`src/sv/sccp_pkg.sv`:
```
// Package: codes, constants and the control program of the supercap charge and path controller.
package sccp_pkg;

  // Default width of the voltage field
  localparam int VOLTAGE_BITS_DEF = 16;

  // Register file
  localparam int CFG_W   = 15;
  localparam int CFG_IDX_W = 2;
  localparam logic [CFG_IDX_W-1:0] CFG_MIN_VOLTAGE   = 2'd0;
  localparam logic [CFG_IDX_W-1:0] CFG_AVAIL_VOLTAGE = 2'd1;
  localparam logic [CFG_W-1:0] MIN_VOLTAGE_RST   = 15'd8000;
  localparam logic [CFG_W-1:0] AVAIL_VOLTAGE_RST = 15'd12000;

  // Capacitor mode codes
  localparam logic [1:0] MODE_OFF = 2'd0;
  localparam logic [1:0] MODE_ON  = 2'd1;
  localparam logic [1:0] MODE_ERR = 2'd2;

  // Request codes (charge and path)
  localparam logic [1:0] CHG_STOP   = 2'd0;
  localparam logic [1:0] CHG_RUN    = 2'd1;
  localparam logic [1:0] PATH_CAP   = 2'd0;
  localparam logic [1:0] PATH_REF   = 2'd1;

  // Current setpoints in mA, voltage breakpoints in mV
  localparam int CUR_W = 13;
  localparam logic [CUR_W-1:0] CUR_LOW_V  = 13'd4000;
  localparam logic [CUR_W-1:0] CUR_MID_V  = 13'd3000;
  localparam logic [CUR_W-1:0] CUR_MAX    = 13'd5000;
  localparam int V_LOW_MV  = 7000;
  localparam int V_MID_MV  = 12000;
  localparam int V_HIGH_MV = 26500;
  localparam int DEAD_MA   = 100;

  // Divider: numerator 0.7 W/V scaled to mA, 14 quotient bits
  localparam int NUM_W = 28;
  localparam int Q_W   = 14;
  localparam int DEN_W = 15;
  localparam logic [19:0] PWR_K = 20'd700000;

  // Program counter
  localparam int PC_W = 3;
  localparam logic [PC_W-1:0] PC_ACCEPT   = 3'd0;
  localparam logic [PC_W-1:0] PC_EVAL     = 3'd1;
  localparam logic [PC_W-1:0] PC_DIV_INIT = 3'd2;
  localparam logic [PC_W-1:0] PC_DIV_STEP = 3'd3;
  localparam logic [PC_W-1:0] PC_DIV_FIN  = 3'd4;
  localparam logic [PC_W-1:0] PC_EMIT     = 3'd5;

  // Branch conditions
  typedef enum logic [2:0] {
    C_NEVER    = 3'd0,
    C_NO_IN    = 3'd1,
    C_NO_DIV   = 3'd2,
    C_DIV_MORE = 3'd3,
    C_OUT_BUSY = 3'd4,
    C_ALWAYS   = 3'd5
  } cond_t;

  // One control word
  typedef struct packed {
    logic            latch;
    logic            upd_mode;
    logic            upd_chg;
    logic            div_init;
    logic            div_step;
    logic            div_fin;
    logic            emit;
    cond_t           wait_c;
    cond_t           jmp_c;
    logic [PC_W-1:0] target;
  } ctrl_t;

  // Control program ROM
  function automatic ctrl_t ucode(input logic [PC_W-1:0] pc);
    ctrl_t w;
    w = '{latch: 1'b0, upd_mode: 1'b0, upd_chg: 1'b0, div_init: 1'b0, div_step: 1'b0,
          div_fin: 1'b0, emit: 1'b0, wait_c: C_NEVER, jmp_c: C_ALWAYS, target: PC_ACCEPT};
    unique case (pc)
      PC_ACCEPT: begin
        w.latch  = 1'b1;
        w.wait_c = C_NO_IN;
        w.jmp_c  = C_NEVER;
      end
      PC_EVAL: begin
        w.upd_mode = 1'b1;
        w.upd_chg  = 1'b1;
        w.jmp_c    = C_NO_DIV;
        w.target   = PC_EMIT;
      end
      PC_DIV_INIT: begin
        w.div_init = 1'b1;
        w.jmp_c    = C_NEVER;
      end
      PC_DIV_STEP: begin
        w.div_step = 1'b1;
        w.jmp_c    = C_DIV_MORE;
        w.target   = PC_DIV_STEP;
      end
      PC_DIV_FIN: begin
        w.div_fin = 1'b1;
        w.jmp_c   = C_NEVER;
      end
      PC_EMIT: begin
        w.emit   = 1'b1;
        w.wait_c = C_OUT_BUSY;
        w.jmp_c  = C_ALWAYS;
        w.target = PC_ACCEPT;
      end
      default: begin
        w.jmp_c  = C_ALWAYS;
        w.target = PC_ACCEPT;
      end
    endcase
    return w;
  endfunction

endpackage

```
`src/sv/sccp_if.sv`:
```
// Interfaces: input tick channel and result channel of the supercap controller.
interface sccp_in_if #(
  parameter int VOLTAGE_BITS = sccp_pkg::VOLTAGE_BITS_DEF
);
  logic                           valid;
  logic                           ready;
  logic signed [VOLTAGE_BITS-1:0] cap_voltage_mv;
  logic [1:0]                     charge_request;
  logic [7:0]                     referee_power_w;
  logic [1:0]                     path_request;

  modport source (output valid, cap_voltage_mv, charge_request, referee_power_w,
                  path_request, input ready);
  modport sink (input valid, cap_voltage_mv, charge_request, referee_power_w,
                path_request, output ready);
endinterface

interface sccp_out_if;
  logic                        valid;
  logic                        ready;
  logic [1:0]                  cap_state;
  logic [sccp_pkg::CUR_W-1:0]  charge_current_ma;
  logic                        buck_enable;
  logic                        cap_switch_enable;

  modport source (output valid, cap_state, charge_current_ma, buck_enable,
                  cap_switch_enable, input ready);
  modport sink (input valid, cap_state, charge_current_ma, buck_enable,
                cap_switch_enable, output ready);
endinterface

```
`src/sv/supercap_charge_and_path_control.sv`:
```
// Top level: microcoded supercap charge and power path controller.
//
// One beat on in_ch is one control tick; it yields one beat on out_ch with the
// capacitor mode, charger setpoint, buck enable and path switch after the update.
// A six-step control program sequences a small datapath. A tick passes through
// accept, evaluate and emit when no division is needed (charging stopped or left
// as is, or the voltage at or below 12 V or at or above 26.5 V), and also through
// divider init, step and finish when the setpoint is 0.7 * P / V: the restoring
// divider produces one quotient bit per cycle. The result beat is offered from
// the output register once the emit step has run, so the next beat is taken
// while it waits; a second result waits in the emit step until the first has
// left. Configuration writes take effect at the next edge.
module supercap_charge_and_path_control #(
  parameter int VOLTAGE_BITS = sccp_pkg::VOLTAGE_BITS_DEF
) (
  input  logic                              clk,
  input  logic                              rst_n,
  sccp_in_if.sink                           in_ch,
  sccp_out_if.source                        out_ch,
  input  logic                              cfg_we,
  input  logic [sccp_pkg::CFG_IDX_W-1:0]    cfg_index,
  input  logic [sccp_pkg::CFG_W-1:0]        cfg_data
);

  // Internal signed voltage width: covers the field and the 15 bit thresholds
  localparam int XW = ((VOLTAGE_BITS > 16) ? VOLTAGE_BITS : 16) + 1;
  localparam logic signed [XW-1:0] V_LOW  = XW'(sccp_pkg::V_LOW_MV);
  localparam logic signed [XW-1:0] V_MID  = XW'(sccp_pkg::V_MID_MV);
  localparam logic signed [XW-1:0] V_HIGH = XW'(sccp_pkg::V_HIGH_MV);
  localparam logic [sccp_pkg::Q_W-1:0] Q_DEAD = sccp_pkg::Q_W'(sccp_pkg::DEAD_MA);
  localparam logic [sccp_pkg::Q_W-1:0] Q_MAX  = sccp_pkg::Q_W'(sccp_pkg::CUR_MAX);

  // Configuration registers
  logic [sccp_pkg::CFG_W-1:0] min_v_r, avail_v_r;

  always_ff @(posedge clk) begin
    if (!rst_n) begin
      min_v_r   <= sccp_pkg::MIN_VOLTAGE_RST;
      avail_v_r <= sccp_pkg::AVAIL_VOLTAGE_RST;
    end else if (cfg_we) begin
      unique case (cfg_index)
        sccp_pkg::CFG_MIN_VOLTAGE:   min_v_r   <= cfg_data;
        sccp_pkg::CFG_AVAIL_VOLTAGE: avail_v_r <= cfg_data;
        default: ;
      endcase
    end
  end

  // Sequencer
  logic [sccp_pkg::PC_W-1:0] pc_r, pc_nxt;
  sccp_pkg::ctrl_t           cw;
  logic                      wait_hit, jmp_hit, go;

  // Latched tick
  logic signed [VOLTAGE_BITS-1:0] v_r;
  logic [1:0]                     creq_r, preq_r;
  logic [7:0]                     pwr_r;

  // Controller state
  logic [1:0]                 mode_r;
  logic [sccp_pkg::CUR_W-1:0] sp_r;
  logic                       buck_r, sw_r, sw_nxt;

  // Divider
  logic [sccp_pkg::NUM_W-1:0] num_r;
  logic [sccp_pkg::DEN_W-1:0] rem_r;
  logic [sccp_pkg::Q_W-1:0]   dvd_r;
  logic [3:0]                 cnt_r;
  logic [sccp_pkg::DEN_W:0]   trial;
  logic [sccp_pkg::DEN_W:0]   trial_sub;

  // Output register
  logic                       out_valid_r, out_busy;
  logic [1:0]                 out_mode_r;
  logic [sccp_pkg::CUR_W-1:0] out_cur_r;
  logic                       out_buck_r, out_sw_r;

  // Voltage decode
  logic signed [XW-1:0] v_x, min_x, avail_x;
  logic                 need_div;

  assign v_x     = XW'(v_r);
  assign min_x   = $signed({{(XW-sccp_pkg::CFG_W){1'b0}}, min_v_r});
  assign avail_x = $signed({{(XW-sccp_pkg::CFG_W){1'b0}}, avail_v_r});
  assign need_div = (creq_r == sccp_pkg::CHG_RUN) && (v_x > V_MID) && (v_x < V_HIGH);

  assign out_busy = out_valid_r && !out_ch.ready;

  // Condition evaluation
  function automatic logic cond_eval(input sccp_pkg::cond_t c, input logic no_in,
                                     input logic no_div, input logic div_more,
                                     input logic busy);
    logic r;
    unique case (c)
      sccp_pkg::C_NEVER:    r = 1'b0;
      sccp_pkg::C_NO_IN:    r = no_in;
      sccp_pkg::C_NO_DIV:   r = no_div;
      sccp_pkg::C_DIV_MORE: r = div_more;
      sccp_pkg::C_OUT_BUSY: r = busy;
      sccp_pkg::C_ALWAYS:   r = 1'b1;
      default:              r = 1'b0;
    endcase
    return r;
  endfunction

  always_comb begin
    cw       = sccp_pkg::ucode(pc_r);
    wait_hit = cond_eval(cw.wait_c, !in_ch.valid, !need_div, cnt_r != 4'd1, out_busy);
    jmp_hit  = cond_eval(cw.jmp_c, !in_ch.valid, !need_div, cnt_r != 4'd1, out_busy);
    go       = !wait_hit;
    if (wait_hit) begin
      pc_nxt = pc_r;
    end else if (jmp_hit) begin
      pc_nxt = cw.target;
    end else begin
      pc_nxt = pc_r + 1'b1;
    end
  end

  always_ff @(posedge clk) begin
    if (!rst_n) begin
      pc_r <= sccp_pkg::PC_ACCEPT;
    end else begin
      pc_r <= pc_nxt;
    end
  end

  assign in_ch.ready = (pc_r == sccp_pkg::PC_ACCEPT);

  // Input latch
  always_ff @(posedge clk) begin
    if (cw.latch && go) begin
      v_r    <= in_ch.cap_voltage_mv;
      creq_r <= in_ch.charge_request;
      pwr_r  <= in_ch.referee_power_w;
      preq_r <= in_ch.path_request;
    end
  end

  // Numerator product, registered for the divider
  always_ff @(posedge clk) begin
    if (cw.upd_chg && go) begin
      num_r <= sccp_pkg::NUM_W'(sccp_pkg::PWR_K) * sccp_pkg::NUM_W'(pwr_r);
    end
  end

  // Divider datapath: one quotient bit per step
  assign trial     = {rem_r, dvd_r[sccp_pkg::Q_W-1]};
  assign trial_sub = trial - {1'b0, v_x[sccp_pkg::DEN_W-1:0]};

  always_ff @(posedge clk) begin
    if (cw.div_init && go) begin
      rem_r <= sccp_pkg::DEN_W'(num_r[sccp_pkg::NUM_W-1:sccp_pkg::Q_W]);
      dvd_r <= num_r[sccp_pkg::Q_W-1:0];
      cnt_r <= 4'(sccp_pkg::Q_W);
    end else if (cw.div_step && go) begin
      if (trial >= {1'b0, v_x[sccp_pkg::DEN_W-1:0]}) begin
        rem_r <= trial_sub[sccp_pkg::DEN_W-1:0];
        dvd_r <= {dvd_r[sccp_pkg::Q_W-2:0], 1'b1};
      end else begin
        rem_r <= trial[sccp_pkg::DEN_W-1:0];
        dvd_r <= {dvd_r[sccp_pkg::Q_W-2:0], 1'b0};
      end
      cnt_r <= cnt_r - 4'd1;
    end
  end

  // Mode, charger and path state
  always_comb begin
    sw_nxt = sw_r;
    unique case (preq_r)
      sccp_pkg::PATH_CAP: sw_nxt = (mode_r == sccp_pkg::MODE_ON);
      sccp_pkg::PATH_REF: sw_nxt = 1'b0;
      default: ;
    endcase
  end

  always_ff @(posedge clk) begin
    if (!rst_n) begin
      mode_r <= sccp_pkg::MODE_OFF;
      sp_r   <= '0;
      buck_r <= 1'b0;
      sw_r   <= 1'b0;
    end else begin
      // hysteresis on the capacitor mode
      if (cw.upd_mode && go) begin
        priority if (v_x >= 0 && v_x < min_x) begin
          mode_r <= sccp_pkg::MODE_OFF;
        end else if (v_x <= 0) begin
          mode_r <= sccp_pkg::MODE_ERR;
        end else if (v_x >= avail_x) begin
          mode_r <= sccp_pkg::MODE_ON;
        end else begin
          // between the thresholds the mode holds
        end
      end
      // charger request, table part of the setpoint
      if (cw.upd_chg && go) begin
        unique case (creq_r)
          sccp_pkg::CHG_STOP: begin
            buck_r <= 1'b0;
            sp_r   <= '0;
          end
          sccp_pkg::CHG_RUN: begin
            buck_r <= 1'b1;
            priority if (v_x <= V_LOW) begin
              sp_r <= sccp_pkg::CUR_LOW_V;
            end else if (v_x <= V_MID) begin
              sp_r <= sccp_pkg::CUR_MID_V;
            end else if (v_x >= V_HIGH) begin
              sp_r <= '0;
            end else begin
              // divider range: setpoint written by the finish step
            end
          end
          default: ;
        endcase
      end
      // dead zone and clamp on the quotient
      if (cw.div_fin && go) begin
        priority if (dvd_r >= Q_MAX) begin
          sp_r <= sccp_pkg::CUR_MAX;
        end else if (dvd_r < Q_DEAD || (dvd_r == Q_DEAD && rem_r == '0)) begin
          sp_r <= '0;
        end else begin
          sp_r <= dvd_r[sccp_pkg::CUR_W-1:0];
        end
      end
      if (cw.emit && go) begin
        sw_r <= sw_nxt;
      end
    end
  end

  // Output register
  always_ff @(posedge clk) begin
    if (!rst_n) begin
      out_valid_r <= 1'b0;
    end else if (cw.emit && go) begin
      out_valid_r <= 1'b1;
    end else if (out_ch.ready) begin
      out_valid_r <= 1'b0;
    end
  end

  always_ff @(posedge clk) begin
    if (cw.emit && go) begin
      out_mode_r <= mode_r;
      out_cur_r  <= sp_r;
      out_buck_r <= buck_r;
      out_sw_r   <= sw_nxt;
    end
  end

  assign out_ch.valid             = out_valid_r;
  assign out_ch.cap_state         = out_mode_r;
  assign out_ch.charge_current_ma = out_cur_r;
  assign out_ch.buck_enable       = out_buck_r;
  assign out_ch.cap_switch_enable = out_sw_r;

endmodule

```
`src/flat_wrapper.sv`:
```
// flat-port wrapper written by rule: the top's interface ports become plain ports
module supercap_charge_and_path_control_flat 
#(
  parameter int VOLTAGE_BITS = sccp_pkg::VOLTAGE_BITS_DEF
)
  (clk, rst_n, cfg_we, cfg_index, cfg_data, in_ch_valid, in_ch_cap_voltage_mv, in_ch_charge_request, in_ch_referee_power_w, in_ch_path_request, in_ch_ready, out_ch_valid, out_ch_cap_state, out_ch_charge_current_ma, out_ch_buck_enable, out_ch_cap_switch_enable, out_ch_ready);
  sccp_in_if #(.VOLTAGE_BITS(VOLTAGE_BITS)) in_ch_i ();
  sccp_out_if out_ch_i ();
  input  logic clk;
  input  logic rst_n;
  input  logic cfg_we;
  input  logic [sccp_pkg::CFG_IDX_W-1:0] cfg_index;
  input  logic [sccp_pkg::CFG_W-1:0] cfg_data;
  input wire logic [$bits(in_ch_i.valid)-1:0] in_ch_valid;
  input wire logic [$bits(in_ch_i.cap_voltage_mv)-1:0] in_ch_cap_voltage_mv;
  input wire logic [$bits(in_ch_i.charge_request)-1:0] in_ch_charge_request;
  input wire logic [$bits(in_ch_i.referee_power_w)-1:0] in_ch_referee_power_w;
  input wire logic [$bits(in_ch_i.path_request)-1:0] in_ch_path_request;
  output wire logic [$bits(in_ch_i.ready)-1:0] in_ch_ready;
  output wire logic [$bits(out_ch_i.valid)-1:0] out_ch_valid;
  output wire logic [$bits(out_ch_i.cap_state)-1:0] out_ch_cap_state;
  output wire logic [$bits(out_ch_i.charge_current_ma)-1:0] out_ch_charge_current_ma;
  output wire logic [$bits(out_ch_i.buck_enable)-1:0] out_ch_buck_enable;
  output wire logic [$bits(out_ch_i.cap_switch_enable)-1:0] out_ch_cap_switch_enable;
  input wire logic [$bits(out_ch_i.ready)-1:0] out_ch_ready;
  assign in_ch_i.valid = in_ch_valid;
  assign in_ch_i.cap_voltage_mv = in_ch_cap_voltage_mv;
  assign in_ch_i.charge_request = in_ch_charge_request;
  assign in_ch_i.referee_power_w = in_ch_referee_power_w;
  assign in_ch_i.path_request = in_ch_path_request;
  assign in_ch_ready = in_ch_i.ready;
  assign out_ch_valid = out_ch_i.valid;
  assign out_ch_cap_state = out_ch_i.cap_state;
  assign out_ch_charge_current_ma = out_ch_i.charge_current_ma;
  assign out_ch_buck_enable = out_ch_i.buck_enable;
  assign out_ch_cap_switch_enable = out_ch_i.cap_switch_enable;
  assign out_ch_i.ready = out_ch_ready;
  supercap_charge_and_path_control #(.VOLTAGE_BITS(VOLTAGE_BITS)) u_core (.clk(clk), .rst_n(rst_n), .in_ch(in_ch_i), .out_ch(out_ch_i), .cfg_we(cfg_we), .cfg_index(cfg_index), .cfg_data(cfg_data));
endmodule
```
`config.mk`:
```
export PLATFORM = sky130hd
export DESIGN_NAME = supercap_charge_and_path_control_flat
export DESIGN_NICKNAME = d
export VERILOG_FILES = /design/src/sv/sccp_pkg.sv /design/src/sv/sccp_if.sv /design/src/sv/supercap_charge_and_path_control.sv /design/src/flat_wrapper.sv
export SDC_FILE = /design/constraint.sdc
export NUM_CORES = 1
export LEC_CHECK = 0
export BUFFER_PORTS_ARGS = -buffer_cell sky130_fd_sc_hd__clkbuf_2
export CAP_MARGIN = 10
export CORE_AREA = 2 2 228 163
export DETAILED_ROUTE_END_ITERATION = 6
export DIE_AREA = 0 0 230 165
export PLACE_DENSITY = 0.53
export RECOVER_POWER = 25
export SLEW_MARGIN = 20
export SYNTH_ARGS = -nofsm -noshare
export SYNTH_HDL_FRONTEND = slang
export SYNTH_SLANG_ARGS = --single-unit
```
`constraint.sdc`:
```
create_clock -name clk -period 7.9 [get_ports clk]
set_clock_uncertainty 0.05 [all_clocks]
set_input_delay 0.395 -clock clk [delete_from_list [all_inputs] [get_ports clk]]
set_output_delay 0.395 -clock clk [all_outputs]
set_load 0.005 [all_outputs]
```
Yosys cells after proc, flatten, opt, wreduce, memory -nomap -nowiden
Cells that the tools add are included.

Flip-flop bits (word level): 152. Latch bits: 0. Memory bits (writable): 0. Memory bits (read-only): 0. Logic and storage cells: 127. Memories kept: 0.

$add $sub $neg: 3. $mul: 1. Div/mod/pow operators: 0. Order comparisons: 12. Equality and inequality tests: 22. Shifts and indexed selects: 0. Multiplexer cells: 33. Bitwise operators: 0. Reductions and logical operators: 34.

Operator list (number): $mux 13 (7); $mux 14 (4); $pmux 13 s2 (1); $mul 15x8->23 const A (1); $eq 3x2->1 const B (6); $eq 3x3->1 const B (6); $ge 16x1->1 const B (1); $ge 16x15->1 (1); $ge 16x16->1 (1); $ge 16x16->1 const B (1); $gt 16x15->1 const B (1); $le 16x1->1 const B (1); $le 16x14->1 const B (1); $le 16x15->1 const B (1); $lt 16x16->1 (1); $lt 16x16->1 const B (1); $logic_not 15->1 (1); $mux 15 (1); $sub 15x15->15 (1); $eq 14x7->1 const B (1); $ge 14x13->1 const B (1); $lt 14x7->1 const B (1); $logic_and 1x1->1 (12); $pmux 3 s2 (2); 21 further kinds (50).

Logic depth before layout (Yosys ltp)
Gate-level depths: netlist of run 1.

Word-level depth: 9. Mapped depth: 17.

Worst setup path before layout of run 1
OpenSTA, ideal clock, no wires.

Path kind: register -> register. Start: register u_core.pwr_r[6]. End: register u_core.num_r[24] in the netlist's numbering (data pin). Data arrival time: 4248 ps. Data required time: 7591 ps. Slack: 3343 ps. Stages on the path, launching flop included: 17. Buffers on the path: 0. Cell sequence: edfxtp_1 -> inv_1 -> ha_1 -> fa_1 -> inv_1 -> fa_1 -> inv_1 -> fa_1 -> inv_1 -> ha_1 -> nor3_1 -> a2111oi_0 -> nor2_1 -> o31ai_1 -> a21o_1 -> a21oi_1 -> xnor2_1.

Cells in the longest elaborated chain, start to end: 1.

RTL lines: start: declaration (RTL line supercap_charge_and_path_control.sv:57) `logic [7:0] pwr_r;`; start signal: assignment (RTL line supercap_charge_and_path_control.sv:135) `pwr_r <= in_ch.referee_power_w;`; $mul 15x8->23 (RTL line supercap_charge_and_path_control.sv:143) `num_r <= sccp_pkg::NUM_W'(sccp_pkg::PWR_K) * sccp_pkg::NUM_W'(pwr_r);`; end signal: assignment (RTL line supercap_charge_and_path_control.sv:143); end: declaration (RTL line supercap_charge_and_path_control.sv:65) `logic [sccp_pkg::NUM_W-1:0] num_r;`.

No other way between the ends. A chain may end at the register's enable or synchronous reset.

Final worst setup path of run 1
Ends and elaborated chain as after synthesis.

==> results by group, run 1 <==
Synthesis
  • FF+latch count, synth: 152
  • YS warnings: 0
  • Number of synthesized flops with an enable pin: 96
  • Syn_area_per_cell: 9.88 sq um
  • Cells after synthesis: 965
  • Mapped cell area: 9540 sq um
  • Synthesized Nets: 1150
  • Ys async rst share: 0%
  • Register area share after synthesis: 42.0%
  • Post-synth cell types: 74
  • Top_reg_cell synth: edfxtp_1

Setup path
  • Most frequent cell on the critical path: inv_1
  • Worst Path Arrival: 5230 ps
  • CP required: 8030 ps
  • CP max-delay cell: a2111oi_0
  • WS Path Type: flip-flop to flip-flop
  • CP Capture Type: flip-flop
  • Startpoint types: flip-flop
  • Worst-path cell chain: inv_1 > ha_1 > fa_1 > inv_1 > fa_1 > inv_1 > fa_1 > inv_1 > ha_1 > nor3_1 > a2111oi_0 > nor2_1 > o31ai_1 > a21o_1 > a21oi_1 > xnor2_1
  • Critical Path Fanout Max: 7
  • CP max stage delay: 610 ps

Floorplan
  • Initial core utilization: 26.8%
  • Num rows: 58
  • Num ports: 69
  • Die height: 165 um
  • Die footprint: 38000 sq um
  • Core Region: 35600 sq um
  • Die W: 230 um

STA
  • Highest clock rate: 0.196 GHz
  • Final Hold Vio Count: 0
  • Period utilisation layout: 64.6%
  • RSZ-0062 raised after global routing: no
  • Final Setup Violations: 0
  • Max Slew Vio Count: 0
  • Fin crit period: 5110 ps
  • Final TNS setup: 0 ps
  • Max-slew headroom: 31.1%
  • Worst-margin pin slew: 1030 ps

CTS
  • Clk root buf: clkbuf_16
  • Hold buffers post-CTS: 0
  • TritonCTS Buffers: 17
  • Clk slew on worst S/H paths: 70 ps
  • Post-cts sizing count: 0
  • CTS tree: done
  • Clock latency on the worst-skew pair: 440 ps
  • Max Root-Sink Buffers: 2
  • CTS Sinks: 152
  • Number of H-tree levels: 4
  • Post-CTS setup buffers: 0

Cells and area
  • Area occupied by multi-input gates: 4980 sq um
  • Most frequent cells in the layout: inv_1 (118), nand2_1 (117), ha_1 (104), edfxtp_1 (96), clkbuf_2 (59)
  • Antenna fix cells: 0
  • Sequential cell area: 4000 sq um
  • # fillers: 3727
  • Share of cells above drive strength 1: 10.4%
  • Area grow syn2layout: 14.9%
  • Final non-filler cell total: 1524
  • Most common cell after layout, fill and taps aside: inv_1
  • Nets: 1216

GRT
  • Antenna violations before repair: 1
  • GR Overflow Total: 0
  • Vias in the first global route: 6864
  • GRT Total Usage: 12.8%
  • Wire length of the first global-routing pass: 37.8 mm
  • Largest net degree at the start of global routing: 44

Detailed routing
  • Pre-Repair DR Iteration Count: 5
  • DR iter-0 viols: 602
  • Wirelength per Cell: 15.4 um
  • Vias/cell: 4.69
  • Total wire length: 23.4 mm
  • Post-DRT Antenna Nets: 0
  • Drt drc: 0
  • Via Count: 7149

Run
  • Max-Cap Viols: 0

Min path
  • Hold Crit Class: input port to flip-flop

Placed design
  • DP HPWL: 18.1 mm
  • DP Cell Count: 1492
  • Buffers added on ports: 68
  • GPL Wtd Cong: 0.820

Power and ir drop
  • Tot Pwr: 0.00550 W
  • Leakage power: 4.61 nW
  • PD cells: 502 nW/um^2
  • Worst vdd ir: 0.366 mV

Outcome
  • Outcome: complete, no violations
-- power breakdown --
part / switching, W / internal [W]
Clock: 0.000356 / 0.000439
Combinational: 0.00186 / 0.00139
Sequential: 0.000187 / 0.00127
-- synthesized netlist by cell type (4+ instances only) --
library cell,instances,area (sq um)
xnor2_1,16,140
a31oi_1,11,68.8
o22ai_1,4,25.0
edfxtp_1,96,2880
a21oi_1,55,275
a22o_1,6,52.6
nor3_1,21,105
dfxtp_1,56,1120
o21ai_1,22,110
o211ai_1,21,158
a21o_1,14,105
a2111oi_0,4,35.0
nor2b_1,8,50.1
fa_1,31,621
and3_1,5,31.3
nand2_1,117,439
o21bai_1,5,37.5
and2_1,7,43.8
nor4_1,12,75.1
ha_1,104,1300
inv_1,118,443
xor2_1,10,87.6
nor2_1,57,214
o21a_1,10,75.1
nand3_1,27,135
clkbuf_1,22,82.6
or3_1,4,25.0
nand4_1,11,68.8
nand2b_1,5,31.3
o21ai_0,15,75.1
a211oi_1,8,60.1
-- per-stage QoR --
step	area [sq um]	setup WS [ps]	hold slack, ps	utilization (%)
2_1_floorplan	9540	3340	352	-
3_3_place_gp	10400	2780	370	29.3
3_5_place_dp	10400	2760	380	29.3
4_1_cts	11000	2740	59.0	30.9
5_1_grt	11000	2450	64.9	30.8
6_report	11000	2790	79.9	30.8
-- layer usage --
metal	share of wire, %	GRT usage (%)	wire, um	vias to the layer above
li1	-	-	-	3584
met1	55	19.6	12900	3419
met2	39	17.9	9160	129
met3	4.6	2.75	1080	15
met4	0.89	3.31	209	2
met5	0.068	0	16	-
-- area by class of cell --
cell class	count	share of cell area, %
inverters	121	4.14
flip-flops and latches	152	36.5
multi-input cells	667	45.4
well taps	480	5.48
clock inverters	15	1.28
repair buffers	72	3.24
clock buffers	17	3.88
-- flip-flops by register name (all words and copies together), names as in the netlist, 2 cells and up --
signal	cells
u_core.pc_r	3
u_core.dvd_r	14
u_core.preq_r	2
u_core.pwr_r	8
u_core.num_r	23
u_core.rem_r	15
u_core.mode_r	2
u_core.cnt_r	4
u_core.out_ch.cap_state	2
u_core.v_r	16
u_core.out_ch.charge_current_ma	13
u_core.sp_r	13
u_core.min_v_r	15
u_core.avail_v_r	15
u_core.creq_r	2
-- kinds of logic (layout without fill, tap and decap cells) --
| group | count (synthesis) | after routing | share of synthesized area, % |
|---|---|---|---|
| simple gates | 293 | 293 | 14.5 |
| compound gates | 212 | 212 | 15.0 |
| flops | 152 | 152 | 42.0 |
| buf+inv | 146 | 225 | 5.84 |
| fa+ha+maj | 135 | 135 | 20.1 |
| xor+xnor | 26 | 26 | 2.39 |
| mux | 1 | 1 | 0.105 |
-- worst max-delay path, delay by kind of cell, from the launching register on --
| family | cells | cell delay, ps |
|---|---|---|
| adders and majority gates | 5 | 2280 |
| AOI/OAI and AO/OA | 4 | 1330 |
| DFF | 1 | 560 |
| and+or+nand+nor | 2 | 270 |
| buffers and inverters | 4 | 230 |
| xor gates and xnor gates | 1 | 130 |
-- final timing paths --
check,from,to,slack [ps],cells past startpoint
worst max-delay path,u_core.pwr_r[6],u_core.num_r[24],2790,16
worst min-delay path,in_ch_cap_voltage_mv[15],u_core.v_r[15],80,1
worst max register to register,u_core.pwr_r[6],u_core.num_r[24],2790,16
worst min register to register,u_core.buck_r,u_core.out_ch.buck_enable,390,0
(Power assumes the default switching activity.)
==> run 2: changes to the inputs <==
==> constraint.sdc (replaced) <==
create_clock -name clk -period 5.1 [get_ports clk]
set_clock_uncertainty 0.05 [all_clocks]
set_input_delay 0.255 -clock clk [delete_from_list [all_inputs] [get_ports clk]]
set_output_delay 0.255 -clock clk [all_outputs]
set_load 0.005 [all_outputs]
==> run 2 against run 1 <==
Wire length rose by 0.62%. Fmax increased by 8.4%. Power rose by 58%. Combinational power grew 58%. Worst hold slack worse by 62 ps.
==> results by group, run 2 (synthesis results as in run 1) <==
CTS
  • Clk root buf: clkbuf_16 (unchanged)
  • Number of H-tree levels: 4 (unchanged)
  • CTS Sinks: 152 (unchanged)
  • Max Root-Sink Buffers: 2 (unchanged)
  • CTS tree: done (unchanged)
  • Clock latency on the worst-skew pair: 430 ps (was 440 ps)
  • TritonCTS Buffers: 17 (unchanged)
  • Clk slew on worst S/H paths: 70 ps (about the same)

Power and ir drop
  • PD cells: 764 nW/um^2 (was 502 nW/um^2)
  • Worst vdd ir: 0.493 mV (was 0.366 mV)
  • Tot Pwr: 0.00868 W (was 0.00550 W)
  • Leakage power: 4.78 nW (was 4.61 nW)

Setup path
  • Worst Setup SP: u_core.pwr_r[3] (was u_core.pwr_r[6])
  • Critical R2R Capture: u_core.num_r[26] (was u_core.num_r[24])
  • Worst path top cell family by delay: adder cells (unchanged)
  • CP max-delay cell: fa_1 (was a2111oi_0)
  • Reg2Reg Depth: 17 (was 16)
  • CP max stage delay: 530 ps (was 610 ps)
  • CP Capture Type: flip-flop (unchanged)
  • FF-to-FF Start: u_core.pwr_r[3] (was u_core.pwr_r[6])
  • Worst Path Arrival: 4840 ps (was 5230 ps)
  • Most frequent cell on the critical path: fa_1 (was inv_1)
  • Critical Path Fanout Max: 4 (was 7)
  • Startpoint types: flip-flop (unchanged)
  • R2R setup slack: 390 ps (was 2790 ps)
  • CP required: 5230 ps (was 8030 ps)
  • WS Path Type: flip-flop to flip-flop (unchanged)
  • Buf/Inv on CP: 4 (unchanged)
  • Worst-path cell chain: inv_1 > fa_1 > inv_1 > ha_1 > or2_2 > fa_1 > fa_1 > ha_1 > nand2_1 > a2111oi_1 > buf_4 > nor2_1 > o31ai_1 > buf_4 > nand2_1 > o21ai_1 > xor2_1 (was inv_1 > ha_1 > fa_1 > inv_1 > fa_1 > inv_1 > fa_1 > inv_1 > ha_1 > nor3_1 > a2111oi_0 > nor2_1 > o31ai_1 > a21o_1 > a21oi_1 > xnor2_1)

Run
  • Max-Cap Viols: 0 (unchanged)

Detailed routing
  • Vias/cell: 4.66 (was 4.69)
  • Pre-Repair DR Iteration Count: 5 (unchanged)
  • Post-DRT Antenna Nets: 0 (unchanged)
  • Drt drc: 0 (unchanged)
  • DR iter-0 viols: 559 (was 602)
  • Via Count: 7277 (was 7149)
  • Total wire length: 23.6 mm (was 23.4 mm)
  • Wirelength per Cell: 15.1 um (was 15.4 um)

GRT
  • Global route hottest layer: met1 (unchanged)
  • M3 GR Usage: 2.71% (was 2.75%)
  • GRT Total Usage: 12.9% (was 12.8%)
  • GR Overflow Total: 0 (unchanged)
  • GR met1 Demand/Resource: 19.7% (was 19.6%)
  • Met2 usage: 18.3% (was 17.9%)
  • Vias in the first global route: 7105 (was 6864)
  • Wire length of the first global-routing pass: 38.4 mm (was 37.8 mm)
  • Antenna violations before repair: 2 (was 1)
  • Largest net degree at the start of global routing: 44 (unchanged)

Placed design
  • Placed cell area: 10400 sq um (about the same)
  • Buffers added on ports: 68 (unchanged)
  • DP HPWL: 18.2 mm (was 18.1 mm)
  • GPL Wtd Cong: 0.844 (was 0.820)

Cells and area
  • Nets: 1253 (was 1216)
  • Max reg flops: 23 (unchanged)
  • Area grow syn2layout: 19.1% (was 14.9%)
  • Final instance area: 11400 sq um (was 11000 sq um)
  • Biggest register: u_core.num_r (unchanged)
  • Most common cell after layout, fill and taps aside: inv_1 (unchanged)
  • Share of cells above drive strength 1: 10.5% (was 10.4%)
  • Most frequent cells in the layout: inv_1 (118), nand2_1 (117), ha_1 (104), edfxtp_1 (96), clkbuf_2 (61) (was inv_1 (118), nand2_1 (117), ha_1 (104), edfxtp_1 (96), clkbuf_2 (59))
  • # fillers: 3666 (was 3727)
  • Top flop regs: u_core.num_r x23, u_core.v_r x16 (unchanged)

STA
  • Fin crit period: 4710 ps (was 5110 ps)
  • Max Slew Vio Count: 0 (unchanged)
  • RSZ-0062 raised after global routing: no (unchanged)
  • Final TNS setup: 0 ps (unchanged)
  • Period utilisation layout: 92.4% (was 64.6%)
  • Final Setup Violations: 0 (unchanged)
  • Highest clock rate: 0.212 GHz (was 0.196 GHz)
  • Max-slew headroom: 32.4% (was 31.1%)
  • Final Hold Vio Count: 0 (unchanged)
  • Worst-margin pin slew: 1010 ps (was 1030 ps)
  • Hold_ws: 17.5 ps (was 79.9 ps)

Floorplan
  • Die W: 230 um (unchanged)
  • Num ports: 69 (unchanged)
  • Die height: 165 um (unchanged)
  • Core Region: 35600 sq um (unchanged)
  • Initial core utilization: 26.8% (unchanged)
  • Num rows: 58 (unchanged)
  • Die footprint: 38000 sq um (unchanged)

Outcome
  • Outcome: complete, no violations (unchanged)

Min path
  • Hold-critical path endpoint: u_core.min_v_r[1] (was u_core.v_r[15])
  • HP Start: cfg_data[1] (was in_ch_cap_voltage_mv[15])
  • Hold Crit Class: input port to flip-flop (unchanged)
  • Hold-critical path depth: 3 (was 1)
-- run 2: cell count changes in the layout (fill, tap and decap cells not counted), sizes merged --
cell / delta
inv: -1
buf: +3
diode: +1
dlygate4sd3: +34
clkinvlp: +2
bufinv: +1
clkinv: -2
-- run 2: routing by layer --
layer,wire (um),vias to the layer above
li1,-,3652
met3,1130,16
met5,11,-
met1,12800,3448
met2,9450,159
met4,172,2
-- run 2: final cells by class --
class / instances / area, sq um / area share, %
inverter: 121 / 454 / 4.00
tap: 480 / 601 / 5.29
antenna: 1 / 2.50 / 0.0220
multi-input combinational: 667 / 4980 / 43.9
clock inverter: 15 / 169 / 1.49
sequential: 152 / 4000 / 35.3
timing repair buffer: 109 / 721 / 6.35
clock buffer: 17 / 425 / 3.75
-- run 2: what timing repair did --
action	CTS	global route
hold endpoints to repair	36	0
resized for setup	0	1
hold buffers	34	0
setup endpoints to repair	0	2
setup buffers	0	0
-- run 2: how the worst max path moves through the flow --
stage                                   to  slack (ps)  depth (start not counted)
final                     u_core.num_r[26]         390                         17
after global routing      u_core.num_r[26]          20                         17
after CTS                 u_core.num_r[26]         340                         17
after detailed placement  u_core.num_r[26]         380                         17
after global placement    u_core.num_r[24]         330                         17
after floorplan           u_core.num_r[24]         540                         16
-- run 2: metrics by stage --
step           instances  util [%]  setup slack [ps]
2_1_floorplan        965         -               543
3_3_place_gp        1495      29.4               331
3_5_place_dp        1495      29.4               380
4_1_cts             1561      32.0               339
5_1_grt             1562      31.9              17.8
6_report            1562      31.9               388
-- run 2: tightest hold or removal path, cell delays in order --
cell	delay, ps
clkbuf_2	100
nand2_1	50
a21oi_1	50
-- run 2: power by group --
part | internal (W) | switching, W
Sequential | 0.00197 | 0.000285
Clock | 0.000732 | 0.000561
Combinational | 0.00222 | 0.00291
==> run 3: changes to the inputs <==
--- a/config.mk
+++ b/config.mk
@@ -11,7 +11,6 @@
 export DETAILED_ROUTE_END_ITERATION = 6
 export DIE_AREA = 0 0 230 165
 export PLACE_DENSITY = 0.53
-export RECOVER_POWER = 25
 export SLEW_MARGIN = 20
 export SYNTH_ARGS = -nofsm -noshare
 export SYNTH_HDL_FRONTEND = slang
==> run 3 against run 2 <==
Count of clock-buffer cells in the layout stayed put. Final cell count unchanged. Via count fell by 0.38%. Sequential cell count unchanged. Global-route usage stayed put. Register-to-register slack about the same.
==> results by group, run 3 (synthesis results as in run 1) <==
CTS
  • TritonCTS Buffers: 17 (unchanged)
  • Post-CTS setup buffers: 0 (unchanged)
  • CTS tree: done (unchanged)
  • Max Root-Sink Buffers: 2 (unchanged)
  • Clk root buf: clkbuf_16 (unchanged)
  • CTS Sinks: 152 (unchanged)
  • Number of H-tree levels: 4 (unchanged)
  • Clk slew on worst S/H paths: 70 ps (about the same)
  • Clock latency on the worst-skew pair: 430 ps (about the same)

Setup path
  • CP Capture Type: flip-flop (unchanged)
  • CP required: 5230 ps (about the same)
  • Worst-path cell chain: inv_1 > fa_1 > inv_1 > ha_1 > or2_2 > fa_1 > fa_1 > ha_1 > nand2_1 > a2111oi_1 > buf_4 > nor2_1 > o31ai_1 > buf_4 > nand2_1 > o21ai_1 > xor2_1 (unchanged)
  • Reg2Reg Depth: 17 (unchanged)
  • CP max-delay cell: fa_1 (unchanged)
  • Most frequent cell on the critical path: fa_1 (unchanged)
  • CP max stage delay: 520 ps (was 530 ps)
  • Critical Path Fanout Max: 4 (unchanged)
  • Worst path top cell family by delay: adder cells (unchanged)
  • Startpoint types: flip-flop (unchanged)
  • Levels on crit path: 17 (unchanged)
  • WS Path Type: flip-flop to flip-flop (unchanged)
  • Buf/Inv on CP: 4 (unchanged)
  • Worst Path Arrival: 4830 ps (was 4840 ps)

GRT
  • Antenna violations before repair: 2 (unchanged)
  • Largest net degree at the start of global routing: 44 (unchanged)
  • Vias in the first global route: 7105 (unchanged)
  • GRT Total Usage: 12.9% (unchanged)
  • GR Overflow Total: 0 (unchanged)
  • Wire length of the first global-routing pass: 38.4 mm (unchanged)

Detailed routing
  • Total wire length: 23.6 mm (about the same)
  • Vias/cell: 4.64 (was 4.66)
  • Via Count: 7249 (was 7277)
  • Wirelength per Cell: 15.1 um (about the same)
  • Drt drc: 0 (unchanged)
  • Pre-Repair DR Iteration Count: 5 (unchanged)
  • Post-DRT Antenna Nets: 0 (unchanged)
  • DR iter-0 viols: 467 (was 559)

Cells and area
  • Biggest register: u_core.num_r (unchanged)
  • Share of cells above drive strength 1: 11.4% (was 10.5%)
  • Nets: 1253 (unchanged)
  • Most frequent cells in the layout: inv_1 (118), nand2_1 (117), ha_1 (104), edfxtp_1 (96), clkbuf_2 (68) (was inv_1 (118), nand2_1 (117), ha_1 (104), edfxtp_1 (96), clkbuf_2 (61))
  • Sequential cell area: 4000 sq um (unchanged)
  • Area occupied by multi-input gates: 4990 sq um (was 4980 sq um)
  • Top flop regs: u_core.num_r x23, u_core.v_r x16 (unchanged)
  • Area grow syn2layout: 19.3% (was 19.1%)
  • Most common cell after layout, fill and taps aside: inv_1 (unchanged)
  • Max reg flops: 23 (unchanged)
  • # fillers: 3661 (was 3666)

Min path
  • Hold-critical path depth: 3 (unchanged)
  • Hold Crit Class: input port to flip-flop (unchanged)

STA
  • Worst-margin pin slew: 995 ps (was 1010 ps)
  • Final TNS setup: 0 ps (unchanged)
  • Final Hold Vio Count: 0 (unchanged)
  • Period utilisation layout: 92.3% (was 92.4%)
  • Final Setup Violations: 0 (unchanged)
  • RSZ-0062 raised after global routing: no (unchanged)
  • Highest clock rate: 0.212 GHz (about the same)
  • Max-slew headroom: 33.2% (was 32.4%)
  • Fin crit period: 4710 ps (about the same)
  • Max Slew Vio Count: 0 (unchanged)

Power and ir drop
  • Tot Pwr: 0.00868 W (about the same)
  • Worst vdd ir: 0.487 mV (was 0.493 mV)
  • PD cells: 763 nW/um^2 (was 764 nW/um^2)
  • Leakage power: 4.80 nW (was 4.78 nW)

Placed design
  • DP HPWL: 18.2 mm (unchanged)
  • GPL Wtd Cong: 0.844 (unchanged)
  • Buffers added on ports: 68 (unchanged)

Run
  • Max-Cap Viols: 0 (unchanged)

Floorplan
  • Initial core utilization: 26.8% (unchanged)
  • Num ports: 69 (unchanged)
  • Die height: 165 um (unchanged)
  • Core Region: 35600 sq um (unchanged)
  • Num rows: 58 (unchanged)
  • Die W: 230 um (unchanged)
  • Die footprint: 38000 sq um (unchanged)

Outcome
  • Outcome: complete, no violations (unchanged)
[run 3: metal layers]
layer	wire (um)	part of all wire [%]	up-vias	track usage, %
met5	11	0.047	-	0
met3	1080	4.6	15	2.71
met4	170	0.72	2	2.79
met2	9470	40	142	18.3
met1	12900	55	3440	19.7
li1	-	-	3650	-
[run 3: final cells by class]
class / count / area share [%]
multi-input combinational: 667 / 43.8
inverter: 121 / 3.99
timing repair buffer: 109 / 6.45
antenna: 1 / 0.0220
clock inverter: 15 / 1.48
sequential: 152 / 35.2
clock buffer: 17 / 3.74
tap: 480 / 5.28
[run 3: worst paths after layout]
check | endpoint | startpoint | slack (ps)
setup / recovery | u_core.num_r[26] | u_core.pwr_r[3] | 390
hold / removal | u_core.min_v_r[1] | cfg_data[1] | 10
setup reg to reg | u_core.num_r[26] | u_core.pwr_r[3] | 390
hold reg to reg | u_core.out_ch.charge_current_ma[10] | u_core.sp_r[10] | 380
[run 3: through the flow]
step | instances | worst slack [ps] | hold slack, ps | utilization, % | cell area, sq um
4_1_cts | 1561 | 339 | 5.92 | 32.0 | 11400
5_1_grt | 1562 | 17.8 | 14.5 | 32.0 | 11400
6_report | 1562 | 392 | 13.3 | 32.0 | 11400
3_3_place_gp | 1495 | 331 | 370 | 29.4 | 10400
3_5_place_dp | 1495 | 380 | 371 | 29.4 | 10400
2_1_floorplan | 965 | 543 | 304 | - | 9540
[run 3: timing repair]
item                       CTS  global route
hold buffers                34             0
hold endpoints to repair    36             0
setup endpoints to repair    0             2
resized for setup            0             1
[run 3: worst register-to-register path, cell delays in order (launching register included)]
cell and delay (ps):
edfxtp_1 470, inv_1 170, fa_1 530, inv_1 40
ha_1 180, or2_2 310, fa_1 490, fa_1 490
ha_1 350, nand2_1 100, a2111oi_1 310, buf_4 190
nor2_1 70, o31ai_1 240, buf_4 170, nand2_1 50
o21ai_1 160, xor2_1 90
[run 3: power breakdown]
group          switching (W)  leakage [nW]  total [W]  internal [W]
Combinational        0.00290          3.17    0.00513       0.00222
Sequential          0.000287          1.35    0.00226       0.00197
Clock               0.000562         0.283    0.00129      0.000732
